**src/rtl/elpm_pkg.sv**
```systemverilog
// ----------------------------------------------------------------------------
// elpm_pkg
// Shared types, command codes and store geometry for the exception list
// packet marker.
// ----------------------------------------------------------------------------
package elpm_pkg;

    // Request command codes
    localparam logic [2:0] CMD_CLASSIFY       = 3'd0;
    localparam logic [2:0] CMD_ADD_NUMBER     = 3'd1;
    localparam logic [2:0] CMD_CLEAR_NUMBERS  = 3'd2;
    localparam logic [2:0] CMD_ADD_VERSION    = 3'd3;
    localparam logic [2:0] CMD_CLEAR_VERSIONS = 3'd4;

    // enable_modes bit positions
    localparam int MODE_NUMBER_BIT  = 0;
    localparam int MODE_VERSION_BIT = 1;

    // Number set: banked memory, one row of lanes read per cycle
    localparam int NUMBER_CAPACITY = 256;
    localparam int NUM_LANE_BITS   = 3;
    localparam int NUM_LANES       = 1 << NUM_LANE_BITS;
    localparam int NUM_ROWS        = (NUMBER_CAPACITY + NUM_LANES - 1) / NUM_LANES;
    localparam int NUM_ROW_W       = (NUM_ROWS > 1) ? $clog2(NUM_ROWS) : 1;
    localparam int NUM_IDX_W       = NUM_ROW_W + NUM_LANE_BITS;
    localparam int NUM_CMP_W       = NUM_IDX_W + 1;
    localparam int NUM_CNT_W       = $clog2(NUMBER_CAPACITY + 1);

    // Version set: register file, compared in parallel
    localparam int VERSION_CAPACITY = 16;
    localparam int VER_IDX_W        = (VERSION_CAPACITY > 1) ? $clog2(VERSION_CAPACITY) : 1;
    localparam int VER_CNT_W        = $clog2(VERSION_CAPACITY + 1);

    // Controller to datapath commands
    typedef struct packed {
        logic load;
        logic scan_start;
        logic scan_step;
        logic finish;
    } elpm_ctrl_t;

    // Datapath to controller status
    typedef struct packed {
        logic need_scan;
        logic scan_last;
    } elpm_stat_t;

endpackage

```
**src/rtl/elpm_ctrl.sv**
```systemverilog
// ----------------------------------------------------------------------------
// elpm_ctrl
// Sequencer: takes a request, runs the number set scan when needed and
// hands the result to the output register.
// ----------------------------------------------------------------------------
module elpm_ctrl
    import elpm_pkg::*;
(
    input  logic       clk,
    input  logic       rst_n,
    input  logic       in_valid,
    output logic       in_stall,
    output logic       out_valid,
    input  logic       out_stall,
    input  elpm_stat_t stat,
    output elpm_ctrl_t ctl
);

    localparam logic [2:0] ST_IDLE   = 3'd0;
    localparam logic [2:0] ST_DECIDE = 3'd1;
    localparam logic [2:0] ST_SCAN   = 3'd2;
    localparam logic [2:0] ST_DRAIN  = 3'd3;
    localparam logic [2:0] ST_FINISH = 3'd4;

    logic [2:0] state_reg;
    logic [2:0] state_next;
    logic       out_valid_reg;
    logic       out_valid_next;
    logic       out_free;

    assign out_free  = !out_valid_reg || !out_stall;
    assign in_stall  = (state_reg != ST_IDLE);
    assign out_valid = out_valid_reg;

    // Next state and commands
    always_comb
    begin
        state_next = state_reg;
        ctl        = '0;
        unique case (state_reg)
            ST_IDLE:
            begin
                if (in_valid)
                begin
                    ctl.load   = 1'b1;
                    state_next = ST_DECIDE;
                end
            end
            ST_DECIDE:
            begin
                if (stat.need_scan)
                begin
                    ctl.scan_start = 1'b1;
                    state_next     = ST_SCAN;
                end
                else
                begin
                    state_next = ST_FINISH;
                end
            end
            ST_SCAN:
            begin
                ctl.scan_step = 1'b1;
                if (stat.scan_last)
                begin
                    state_next = ST_DRAIN;
                end
            end
            ST_DRAIN:
            begin
                // last row compare lands this cycle
                state_next = ST_FINISH;
            end
            ST_FINISH:
            begin
                if (out_free)
                begin
                    ctl.finish = 1'b1;
                    state_next = ST_IDLE;
                end
            end
            default:
            begin
                state_next = ST_IDLE;
            end
        endcase
    end

    // Output valid flag
    always_comb
    begin
        out_valid_next = out_valid_reg;
        if (ctl.finish)
        begin
            out_valid_next = 1'b1;
        end
        else if (!out_stall)
        begin
            out_valid_next = 1'b0;
        end
    end

    always_ff @(posedge clk or negedge rst_n)
    begin
        if (!rst_n)
        begin
            state_reg     <= ST_IDLE;
            out_valid_reg <= 1'b0;
        end
        else
        begin
            state_reg     <= state_next;
            out_valid_reg <= out_valid_next;
        end
    end

    // A result is only loaded into a free output slot
    a_finish_free: assert property (@(posedge clk) disable iff (!rst_n)
        ctl.finish |-> (!out_valid_reg || !out_stall))
        else $error("result loaded over a pending result");

    // A new request always moves to decode
    a_accept_decide: assert property (@(posedge clk) disable iff (!rst_n)
        (in_valid && !in_stall) |=> (state_reg == ST_DECIDE))
        else $error("accepted request not decoded");

    // Output valid only rises out of the finish step
    a_valid_source: assert property (@(posedge clk) disable iff (!rst_n)
        $rose(out_valid_reg) |-> ($past(state_reg) == ST_FINISH))
        else $error("output valid raised outside finish");

endmodule

```
**config.mk**
```make
export PLATFORM = sky130hd
export DESIGN_NAME = elpm_ctrl
export DESIGN_NICKNAME = d
export VERILOG_FILES = /design/src/rtl/elpm_pkg.sv /design/src/rtl/elpm_ctrl.sv
export SDC_FILE = /design/constraint.sdc
export NUM_CORES = 1
export LEC_CHECK = 0
export BUFFER_PORTS_ARGS = -buffer_cell sky130_fd_sc_hd__clkbuf_2
export CAP_MARGIN = 20
export CORE_AREA = 5 5 42 44
export CTS_BUF_LIST = sky130_fd_sc_hd__clkbuf_8 sky130_fd_sc_hd__clkbuf_16
export DETAILED_ROUTE_END_ITERATION = 10
export DIE_AREA = 0 0 47 49
export PLACE_DENSITY_LB_ADDON = 0.15
export SLEW_MARGIN = 20
export SYNTH_ARGS = -nofsm -noshare
export SYNTH_HDL_FRONTEND = slang
export SYNTH_SLANG_ARGS = --single-unit
```
**constraint.sdc**
```tcl
create_clock -name clk -period 2.7 [get_ports clk]
set_input_delay 0.54 -clock clk [delete_from_list [all_inputs] [get_ports clk]]
set_output_delay 0.54 -clock clk [all_outputs]
set_load 0.01 [all_outputs]
```
Word level (Yosys, flattened, before mapping)
Index checks and enable logic that the tools add are counted.
{"block": "op_classes", "order_cmp": 0, "shifts": 0, "eq_ne": 8, "mux": 14, "bitwise": 0, "n_addsub": 0, "div_mod_pow": 0, "n_reduce_logical": 6, "n_mul": 0}
{"cell": "3-bit one-hot mux with 5 select lines", "n": 1}
{"cell": "3-bit two-way mux", "n": 4}
{"cell": "1-bit two-way mux", "n": 9}
{"cell": "3-bit by 2-bit equality test with 1-bit output (second input constant)", "n": 2}
{"cell": "2-bit inequality test (second input constant)", "n": 3}
{"cell": "3-bit by 1-bit equality test with 1-bit output (second input constant)", "n": 1}
{"cell": "3-bit equality test (second input constant)", "n": 1}
{"cell": "3-bit logical NOT", "n": 1}
{"cell": "3-bit AND reduction", "n": 1}
{"cell": "3-bit nonzero test", "n": 1}
{"cell": "1-bit logical NOT", "n": 2}
{"cell": "2-bit by 1-bit inequality test with 1-bit output (second input constant)", "n": 1}
{"cell": "1-bit logical OR", "n": 1}
{"block": "word_totals", "latch_bits": 0, "word_cells": 30, "mem_count": 0, "register_bits": 4, "inputBits": 6, "ram_bits": 0, "output_inout_bits": 6, "romBits": 0}

Logic depth before layout (Yosys ltp)
Gate-level depths: netlist of run 1.
{"block": "logic_depth", "depth_word": 5, "ltp_mapped": 3}

Worst setup path before layout of run 1
OpenSTA, ideal clock, no wires.
{"block": "synth_path", "kind": "register to output", "start": "register state_reg[1]", "end": "output ctl[3] in the netlist's numbering", "arrival_time_ns": 1.116, "path_stages_with_launch": 3, "t_required_ns": 2.160, "path_buffers": 0, "slack_ns": 1.044, "cell_sequence": "dfrtp_1 > or3_2 > nor2_1"}
{"element": "start: declaration", "line_no": "elpm_ctrl.sv:25", "text": "logic [2:0] state_reg;"}
{"element": "start signal: assignment", "line_no": "elpm_ctrl.sv:112", "text": "state_reg <= state_next;"}
{"element": "end: declaration", "line_no": "elpm_ctrl.sv:16", "text": "output elpm_ctrl_t ctl"}

==> results of run 1 <==
-- cells in the mapped netlist, drive strengths merged --
| cell | n |
|---|---|
| a21oi | 2 |
| and2b | 1 |
| buf | 1 |
| dfrtp | 4 |
| inv | 2 |
| mux2i | 1 |
| nand2 | 2 |
| nand3b | 1 |
| nor2 | 1 |
| nor3 | 1 |
| nor3b | 2 |
| o32ai | 1 |
| or2b | 1 |
| or3 | 1 |
| or3b | 1 |
-- cell usage in the layout, fill, tap and decap left out, types with 2 or more instances in the layout --
| cell | n |
|---|---|
| inv_1 | 2 |
| nand2_1 | 2 |
| nor3b_1 | 2 |
| dfrtp_1 | 4 |
| clkbuf_8 | 3 |
| a21oi_1 | 2 |
| clkbuf_2 | 11 |
-- power groups by stage --
stage | Clock (mW) | Combinational, mW | Sequential, mW
final | 0.121 | 0.132 | 0.120
after global routing | 0.129 | 0.147 | 0.129
after CTS | 0.124 | 0.137 | 0.122
after detailed placement | 0 | 0.136 | 0.122
after global placement | 0 | 0.138 | 0.120
after floorplan | 0 | 0.0887 | 0.117
-- worst max-delay path: stages (launching register included) --
cell,delay [ps]
dfrtp_1,430
or3b_1,420
a21oi_1,140
clkbuf_2,150
-- cell type report --
| type | count | area, µm² | share of cell area [%] |
|---|---|---|---|
| Sequential cell | 4 | 100 | 30.9 |
| Inverter | 2 | 7.51 | 2.32 |
| Tap cell | 16 | 20.0 | 6.18 |
| Clock buffer | 3 | 41.3 | 12.7 |
| Timing Repair Buffer | 11 | 55.1 | 17.0 |
| Multi-Input combinational cell | 15 | 100 | 30.9 |
-- through the flow --
stage,utilization (%),hold WS [ps],total power [mW],instance area [µm²],cells
finish,23.1,127,0.374,324,51
global route,23.1,133,0.404,324,51
CTS,23.1,128,0.383,324,51
detailed placement,20.2,352,0.258,283,48
global placement,20.2,353,0.258,283,48
floorplan,-,244,0.205,215,22
-- how the worst max path moves through the flow --
stage	to	start	depth (start not counted)	slack (ps)
after CTS	ctl[0]	state_reg[1]$_DFFE_PN0P_	3	780
after global placement	ctl[3]	state_reg[1]$_DFFE_PN0P_	3	1030
after global routing	ctl[0]	state_reg[2]$_DFFE_PN0P_	3	720
after detailed placement	ctl[3]	state_reg[1]$_DFFE_PN0P_	3	1010
final	ctl[0]	state_reg[2]$_DFFE_PN0P_	3	800
after floorplan	ctl[3]	state_reg[1]$_DFFE_PN0P_	2	1040
-- routing by layer --
metal	global-route usage [%]	vias up
met2	6.79	6
met4	4.15	0
met5	0	-
met1	6.01	96
li1	-	103
met3	4.80	0
-- kinds of logic after synthesis --
group,count (synthesis),share of synthesized area [%]
multiplexers,1,4.65
AND/OR/NAND/NOR,11,33.1
buffers and inverters,3,6.98
flip-flops,4,46.5
AO/OA/AOI/OAI,3,8.72
==> impl_metrics.csv, run 1 <==
group,metric,value,unit
logic_synthesis,syn-cell-area,215,µm²
cts,clkSinkCount,4,
logic_synthesis,synthCells,22,
grt,grt_pass1_vias,207,
die,fp.dieArea,2300,µm²
grt,overflow,0,
cts,clk_latency,210,ps
timing,fin_skew,2.56,ps
placed_design,dp_hpwl,395,µm
grt,grt_max_degree,8,
route,wl_met2,239,µm
die,ioPinCount,12,
route,drtIter0Drc,5,
logic_synthesis,avgSynthCellArea,9.78,µm²
setup_path,r2r-end,"state_reg[2]$_DFFE_PN0P_",
route,ant_nets,0,
die,fp.dieW,47,µm
logic_synthesis,synth_top_area_share,46.5,%
route,highest_layer,"met3",
timing,timing.final.ws_setup,805,ps
timing,setup_violations,0,
layout,n_antenna_cell,0,
timing,tightest_slew,215,ps
timing,relSlewSlack,85.6,%
logic_synthesis,synth_area_leaders,"dfrtp_1, nor3b_1, a21oi_1, mux2i_1, and2b_2",
timing,fmax,0.528,GHz
route,wl_per_cell,9.59,µm
grt,antenna_found_initial,0,
cts,cts_hold_buf,0,
grt,grt_pass1_wl,876,µm
route,first_pass_iters,3,
pwr,swShare,33.4,%
setup_path,path_class,"flop to primary output",
route,wl,489,µm
cts,cts_resized,0,
pwr,p_int,0.249,mW
route,wl_met3,57,µm
pwr,pwr-share-seq,32.2,%
cts,cts_tree,"yes",
setup_path,ff2ff_setup_slack,1620,ps
route,via_per_inst,4.02,
logic_synthesis,synth.net_count,28,
route,drc,0,
die,die_h,49,µm
cts,htreeDepth,1,
placed_design,place.port_buffers,11,
timing,hold_viol_final,0,
die,initial_core_util,15.4,%
logic_synthesis,ys_ff_latch,4,
pwr,p_leak,0.166,nW
die,rows,14,
cts,cts_buffer_depth,2,
die,coreArea,1400,µm²
pwr,powerDensity,1150,nW/µm²
logic_synthesis,yosys.area.top_type,"dfrtp_1",
route,drt-met1-wl,191,µm
setup_path,crit_fanout,7,
logic_synthesis,yosys_warnings,0,
layout,fillers,174,
layout,drive_gt1_share,45.7,%
timing,fin_crit,1900,ps
cts,post_cts_buffers,0,
layout,nets,43,
grt,grt_usage,5.59,%
pwr,power_frac_clock,32.4,%
pwr,switching_power,0.125,mW
layout,largest_reg_flops,3,
setup_path,required,2160,ps
setup_path,crit_path_start_kind,"flop",
status,status,"complete, no violations",
timing,setup_tns,0,ps
pwr,pwr-share-comb,35.3,%
pwr,ir_worst_vdd,0.360,mV
setup_path,r2r_cells,2,
run,cap_violations,0,
placed_design,dp_slack,1010,ps
placed_design,gp_congestion,0.716,
timing,timing_max_transition_violations_final,0,
route,vias,205,
setup_path,crit_path_end_kind,"primary output",
cts,cts-root-buf,"clkbuf_8",
logic_synthesis,seq_area_frac_synth,46.5,%
cts,cts_made_buffers,3,
setup_path,arrival,1360,ps
timing,rsz0062_at_grt,"no",
logic_synthesis,ys_types,15,
min_path,hold_path_class,"primary input to asynchronous set/reset pin",
timing,fin_crit_sh,70.2,%
setup_path,worstReg2RegStart,"state_reg[2]$_DFFE_PN0P_",
cts,cts.clk_slew.worst_paths,30,ps
layout,area_delta_synth_final,50.6,%
(Power assumes the default switching activity.)
==> run 2: changes to the inputs <==
==> constraint.sdc (replaced) <==
create_clock -name clk -period 1.72 [get_ports clk]
set_input_delay 0.344 -clock clk [delete_from_list [all_inputs] [get_ports clk]]
set_output_delay 0.344 -clock clk [all_outputs]
set_load 0.01 [all_outputs]
==> impl_metrics.csv, run 2 (synthesis results as in run 1) <==
group,metric,value,unit
route,wl,488,µm
die,rows,14,
timing,hold_slack,399,ps
timing,setup_tns,0,ps
route,first_pass_iters,2,
pwr,p_leak,0.169,nW
route,vias,205,
grt,grt_pass1_wl,834,µm
setup_path,startpoint,"state_reg[1]$_DFFE_PN0P_",
layout,multi_input_area,110,µm²
setup_path,required,1380,ps
grt,grt_usage,5.37,%
pwr,p_int,0.418,mW
timing,fmax,0.606,GHz
layout,fin_util,24.8,%
layout,regArea,104,µm²
setup_path,crit_path_start_kind,"flop",
layout,fin_area,348,µm²
die,fp.dieW,47,µm
placed_design,place.port_buffers,11,
placed_design,gp_congestion,0.691,
timing,fin_skew,2.02,ps
layout,fillers,165,
timing,setup_violations,0,
layout,area_delta_synth_final,61.6,%
pwr,power_frac_clock,30.5,%
run,cap_violations,0,
placed_design,placed_area,283,µm²
grt,grt_pass1_vias,216,
layout,final_cell_mix,"clkbuf_2, clkbuf_8, dfrtp_2",
die,coreArea,1400,µm²
cts,post_cts_buffers,0,
setup_path,worstReg2RegStart,"state_reg[1]$_DFFE_PN0P_",
pwr,switching_power,0.206,mW
cts,htreeDepth,1,
cts,clkSinkCount,4,
cts,cts_made_buffers,3,
setup_path,path_class,"flop to primary output",
timing,rsz0062_at_grt,"no",
pwr,ir_worst_vdd,0.524,mV
timing,timing.final.ws_setup,71.1,ps
grt,overflow,0,
timing,relSlewSlack,85.0,%
layout,fin_cells,52,
layout,largest_reg_flops,3,
placed_design,dp_slack,232,ps
cts,cts_tree,"yes",
setup_path,r2r_cells,2,
placed_design,dp_cells,48,
setup_path,crit_path_end,"ctl[0]",
layout,n_antenna_cell,0,
setup_path,crit_path_end_kind,"primary output",
status,status,"complete, no violations",
min_path,hold_path_class,"primary input to flop",
setup_path,crit_fanout,7,
route,drc,0,
setup_path,r2r-end,"state_reg[2]$_DFFE_PN0P_",
route,ant_nets,0,
die,fp.dieArea,2300,µm²
setup_path,arrival,1300,ps
route,via_per_inst,3.94,
die,die_h,49,µm
cts,clk_latency,210,ps
die,ioPinCount,12,
timing,timing_max_transition_violations_final,0,
layout,nets,44,
layout,final_common_cell,"clkbuf_2",
timing,tightest_slew,224,ps
min_path,hp-start,"out_stall",
timing,fin_crit_sh,95.9,%
die,initial_core_util,15.4,%
timing,fin_crit,1650,ps
cts,cts.clk_slew.worst_paths,30,ps
cts,cts-root-buf,"clkbuf_8",
grt,antenna_found_initial,0,
cts,cts_buffer_depth,2,
setup_path,ff2ff_setup_slack,640,ps
pwr,swShare,33.0,%
grt,grt_max_degree,8,
route,drtIter0Drc,2,
pwr,pwr-share-comb,37.3,%
route,wl_per_cell,9.38,µm
layout,drive_gt1_share,58.3,%
pwr,pwr-share-seq,32.2,%
timing,hold_viol_final,0,
pwr,power,0.624,mW
pwr,powerDensity,1790,nW/µm²
## run 2: final cells by class
cell class / instances / area share, %
multi-input cells: 15 / 31.7
flip-flops and latches: 4 / 29.9
repair buffers: 12 / 18.7
clock buffers: 3 / 11.9
well taps: 16 / 5.76
inverters: 2 / 2.16
## run 2: repair_timing
item / in CTS / in global routing
gates resized for setup: 1 / 7
endpoints found under the hold margin: 4 / 0
setup endpoints to repair: 1 / 2
hold buffers: 1 / 0
## run 2: worst min path at each step
| stage | to | slack, ps | cells after the start |
|---|---|---|---|
| after CTS | out_valid$_DFFE_PN0P_ | 380 | 3 |
| after detailed placement | state_reg[0]$_DFFE_PN0P_ | 160 | 1 |
| after global placement | out_valid$_DFFE_PN0P_ | 160 | 1 |
| after global routing | out_valid$_DFFE_PN0P_ | 430 | 3 |
| after floorplan | out_valid$_DFFE_PN0P_ | 50 | 0 |
| final | out_valid$_DFFE_PN0P_ | 400 | 3 |
## run 2: metal layers
metal / GRT usage [%] / vias up / wire length (µm)
met4: 4.15 / 0 / 0
met5: 0 / - / 0
met1: 5.57 / 96 / 224
met2: 6.56 / 6 / 218
met3: 4.80 / 0 / 45
li1: - / 103 / -
## run 2: worst max-delay path, stage by stage (launching register included)
cell     delay, ps
dfrtp_2        430
or3b_4         420
a21oi_2        110
buf_2          130
## run 2: power groups by stage
stage	clock (mW)	combinational [mW]	sequential (mW)
after global placement	0	0.216	0.190
after detailed placement	0	0.214	0.190
after floorplan	0	0.139	0.183
after CTS	0.195	0.224	0.190
after global routing	0.203	0.258	0.207
final	0.190	0.233	0.201
==> run 3: changes to the inputs <==
--- a/config.mk
+++ b/config.mk
@@ -7,11 +7,14 @@
 export LEC_CHECK = 0
 export BUFFER_PORTS_ARGS = -buffer_cell sky130_fd_sc_hd__clkbuf_2
 export CAP_MARGIN = 20
+export CELL_PAD_IN_SITES_DETAIL_PLACEMENT = 0
+export CELL_PAD_IN_SITES_GLOBAL_PLACEMENT = 1
 export CORE_AREA = 5 5 42 44
 export CTS_BUF_LIST = sky130_fd_sc_hd__clkbuf_8 sky130_fd_sc_hd__clkbuf_16
 export DETAILED_ROUTE_END_ITERATION = 10
 export DIE_AREA = 0 0 47 49
 export PLACE_DENSITY_LB_ADDON = 0.15
+export SETUP_SLACK_MARGIN = 0.1
 export SLEW_MARGIN = 20
 export SYNTH_ARGS = -nofsm -noshare
 export SYNTH_HDL_FRONTEND = slang
==> impl_metrics.csv, run 3 (synthesis results as in run 1) <==
group,metric,value,unit
timing,fin_crit_sh,93.7,%
die,fp.dieW,47,µm
setup_path,crit_path_start_kind,"flop",
placed_design,place.port_buffers,11,
placed_design,dp_cells,48,
timing,setup_violations,0,
setup_path,slowest_delay,420,ps
route,ant_nets,0,
timing,rsz0062_at_grt,"yes",
route,wl_per_cell,11.1,µm
setup_path,crit_path_end_kind,"primary output",
layout,n_antenna_cell,0,
run,cap_violations,0,
die,fp.dieArea,2300,µm²
setup_path,cp_num_buf_inv,1,
route,first_pass_iters,1,
timing,setup_tns,0,ps
layout,largest_reg_flops,3,
layout,fillers,169,
route,wl,641,µm
cts,clkSinkCount,4,
route,vias,230,
die,die_h,49,µm
cts,cts_tree,"yes",
layout,final_common_cell,"clkbuf_2",
timing,fmax,0.621,GHz
min_path,hold_path_class,"primary input to flop",
timing,fin_skew,2.31,ps
layout,fin_cells,58,
setup_path,slowest_stage,"dfrtp_2",
die,rows,14,
layout,drive_gt1_share,64.3,%
timing,tightest_slew,242,ps
die,initial_core_util,15.4,%
placed_design,dp_hpwl,415,µm
cts,htreeDepth,1,
grt,grt_pass1_vias,248,
setup_path,arrival,1270,ps
cts,cts_buffer_depth,2,
setup_path,path_class,"flop to primary output",
timing,hold_viol_final,0,
grt,antenna_found_initial,0,
placed_design,gp_congestion,0.687,
pwr,ir_worst_vdd,0.561,mV
setup_path,path_cells,"or3b_4 -> a21oi_2 -> buf_2",
route,drtIter0Drc,0,
grt,grt_pass1_wl,1020,µm
layout,nets,50,
setup_path,required,1380,ps
setup_path,critical_path.top_delay_family,"flip-flops",
timing,relSlewSlack,83.8,%
cts,clk_latency,210,ps
die,coreArea,1400,µm²
cts,cts.clk_slew.worst_paths,30,ps
layout,fin_util,28.6,%
timing,hold_slack,393,ps
setup_path,crit_fanout,4,
layout,final_cell_mix,"clkbuf_2, buf_4, clkbuf_8, buf_2",
timing,fin_crit,1610,ps
pwr,powerDensity,1790,nW/µm²
grt,overflow,0,
route,drc,0,
pwr,p_leak,0.204,nW
status,status,"complete, no violations",
pwr,power,0.716,mW
die,ioPinCount,12,
layout,area_delta_synth_final,86.0,%
cts,cts-root-buf,"clkbuf_8",
grt,grt_usage,6.43,%
timing,timing_max_transition_violations_final,0,
cts,cts_made_buffers,3,
route,via_per_inst,3.97,
grt,grt_max_degree,6,
## run 3: cell count changes in the layout (fill, tap and decap cells not counted)
cell      change
clkbuf_2      -1
buf_4         +5
buf_6         +1
nor3b_2       +1
buf_2         +1
dfrtp_2       -1
dfrtp_1       +1
nor3b_1       -1
## run 3: what timing repair did
| item | 4_1_cts | 5_1_grt |
|---|---|---|
| endpoints found under the setup margin | 3 | 3 |
| setup buffers | 4 | 2 |
| cloned | 0 | 0 |
| hold buffers | 1 | 0 |
| hold endpoints to repair | 4 | 0 |
| resized for setup | 4 | 6 |
| pin swaps | 1 | 1 |
## run 3: worst paths after layout
path | startpoint | end | slack (ps) | depth (start not counted)
max in group asynchronous | rst_n | state_reg[2]$_DFFE_PN0P_ | 1110 | 2
hold reg to reg | out_valid$_DFFE_PN0P_ | out_valid$_DFFE_PN0P_ | 550 | 2
setup reg to reg | state_reg[0]$_DFFE_PN0P_ | state_reg[2]$_DFFE_PN0P_ | 530 | 3
min in group asynchronous | rst_n | state_reg[1]$_DFFE_PN0P_ | 470 | 2
setup / recovery | state_reg[0]$_DFFE_PN0P_ | ctl[0] | 110 | 3
hold / removal | stat[1] | state_reg[1]$_DFFE_PN0P_ | 390 | 3
## run 3: stage by stage
stage	worst slack, ps	instance area [µm²]
after global placement	220	283
after floorplan	260	215
after CTS	76.4	373
after detailed placement	223	283
final	109	400
after global routing	66.3	400
## run 3: worst register-to-register path, stage by stage (launching register included)
cell     delay [ps]
dfrtp_2         420
or3b_4          410
buf_4           140
o32ai_1         110
## run 3: final cells by class
cell class              count  area [µm²]  share of cell area, %
clock buffers               3        41.3                   10.3
inverters                   2        7.51                   1.88
multi-input cells          15         115                   28.7
flip-flops and latches      4         103                   25.6
well taps                  16        20.0                   5.00
repair buffers             18         114                   28.4
## run 3: power breakdown
part           internal [mW]  leakage (nW)  total, mW  switching, mW
clock network          0.149        0.0216      0.192         0.0431
registers              0.140        0.0496      0.183         0.0431
logic                  0.194         0.132      0.341          0.148
total                  0.482         0.204      0.716          0.234
## run 3: metal layers
layer	vias up	GRT usage, %	share of wire (%)
li1	116	-	-
met1	107	7.54	46
met5	-	0	0
met4	0	5.53	0
met3	0	2.58	6.7
met2	7	8.60	47
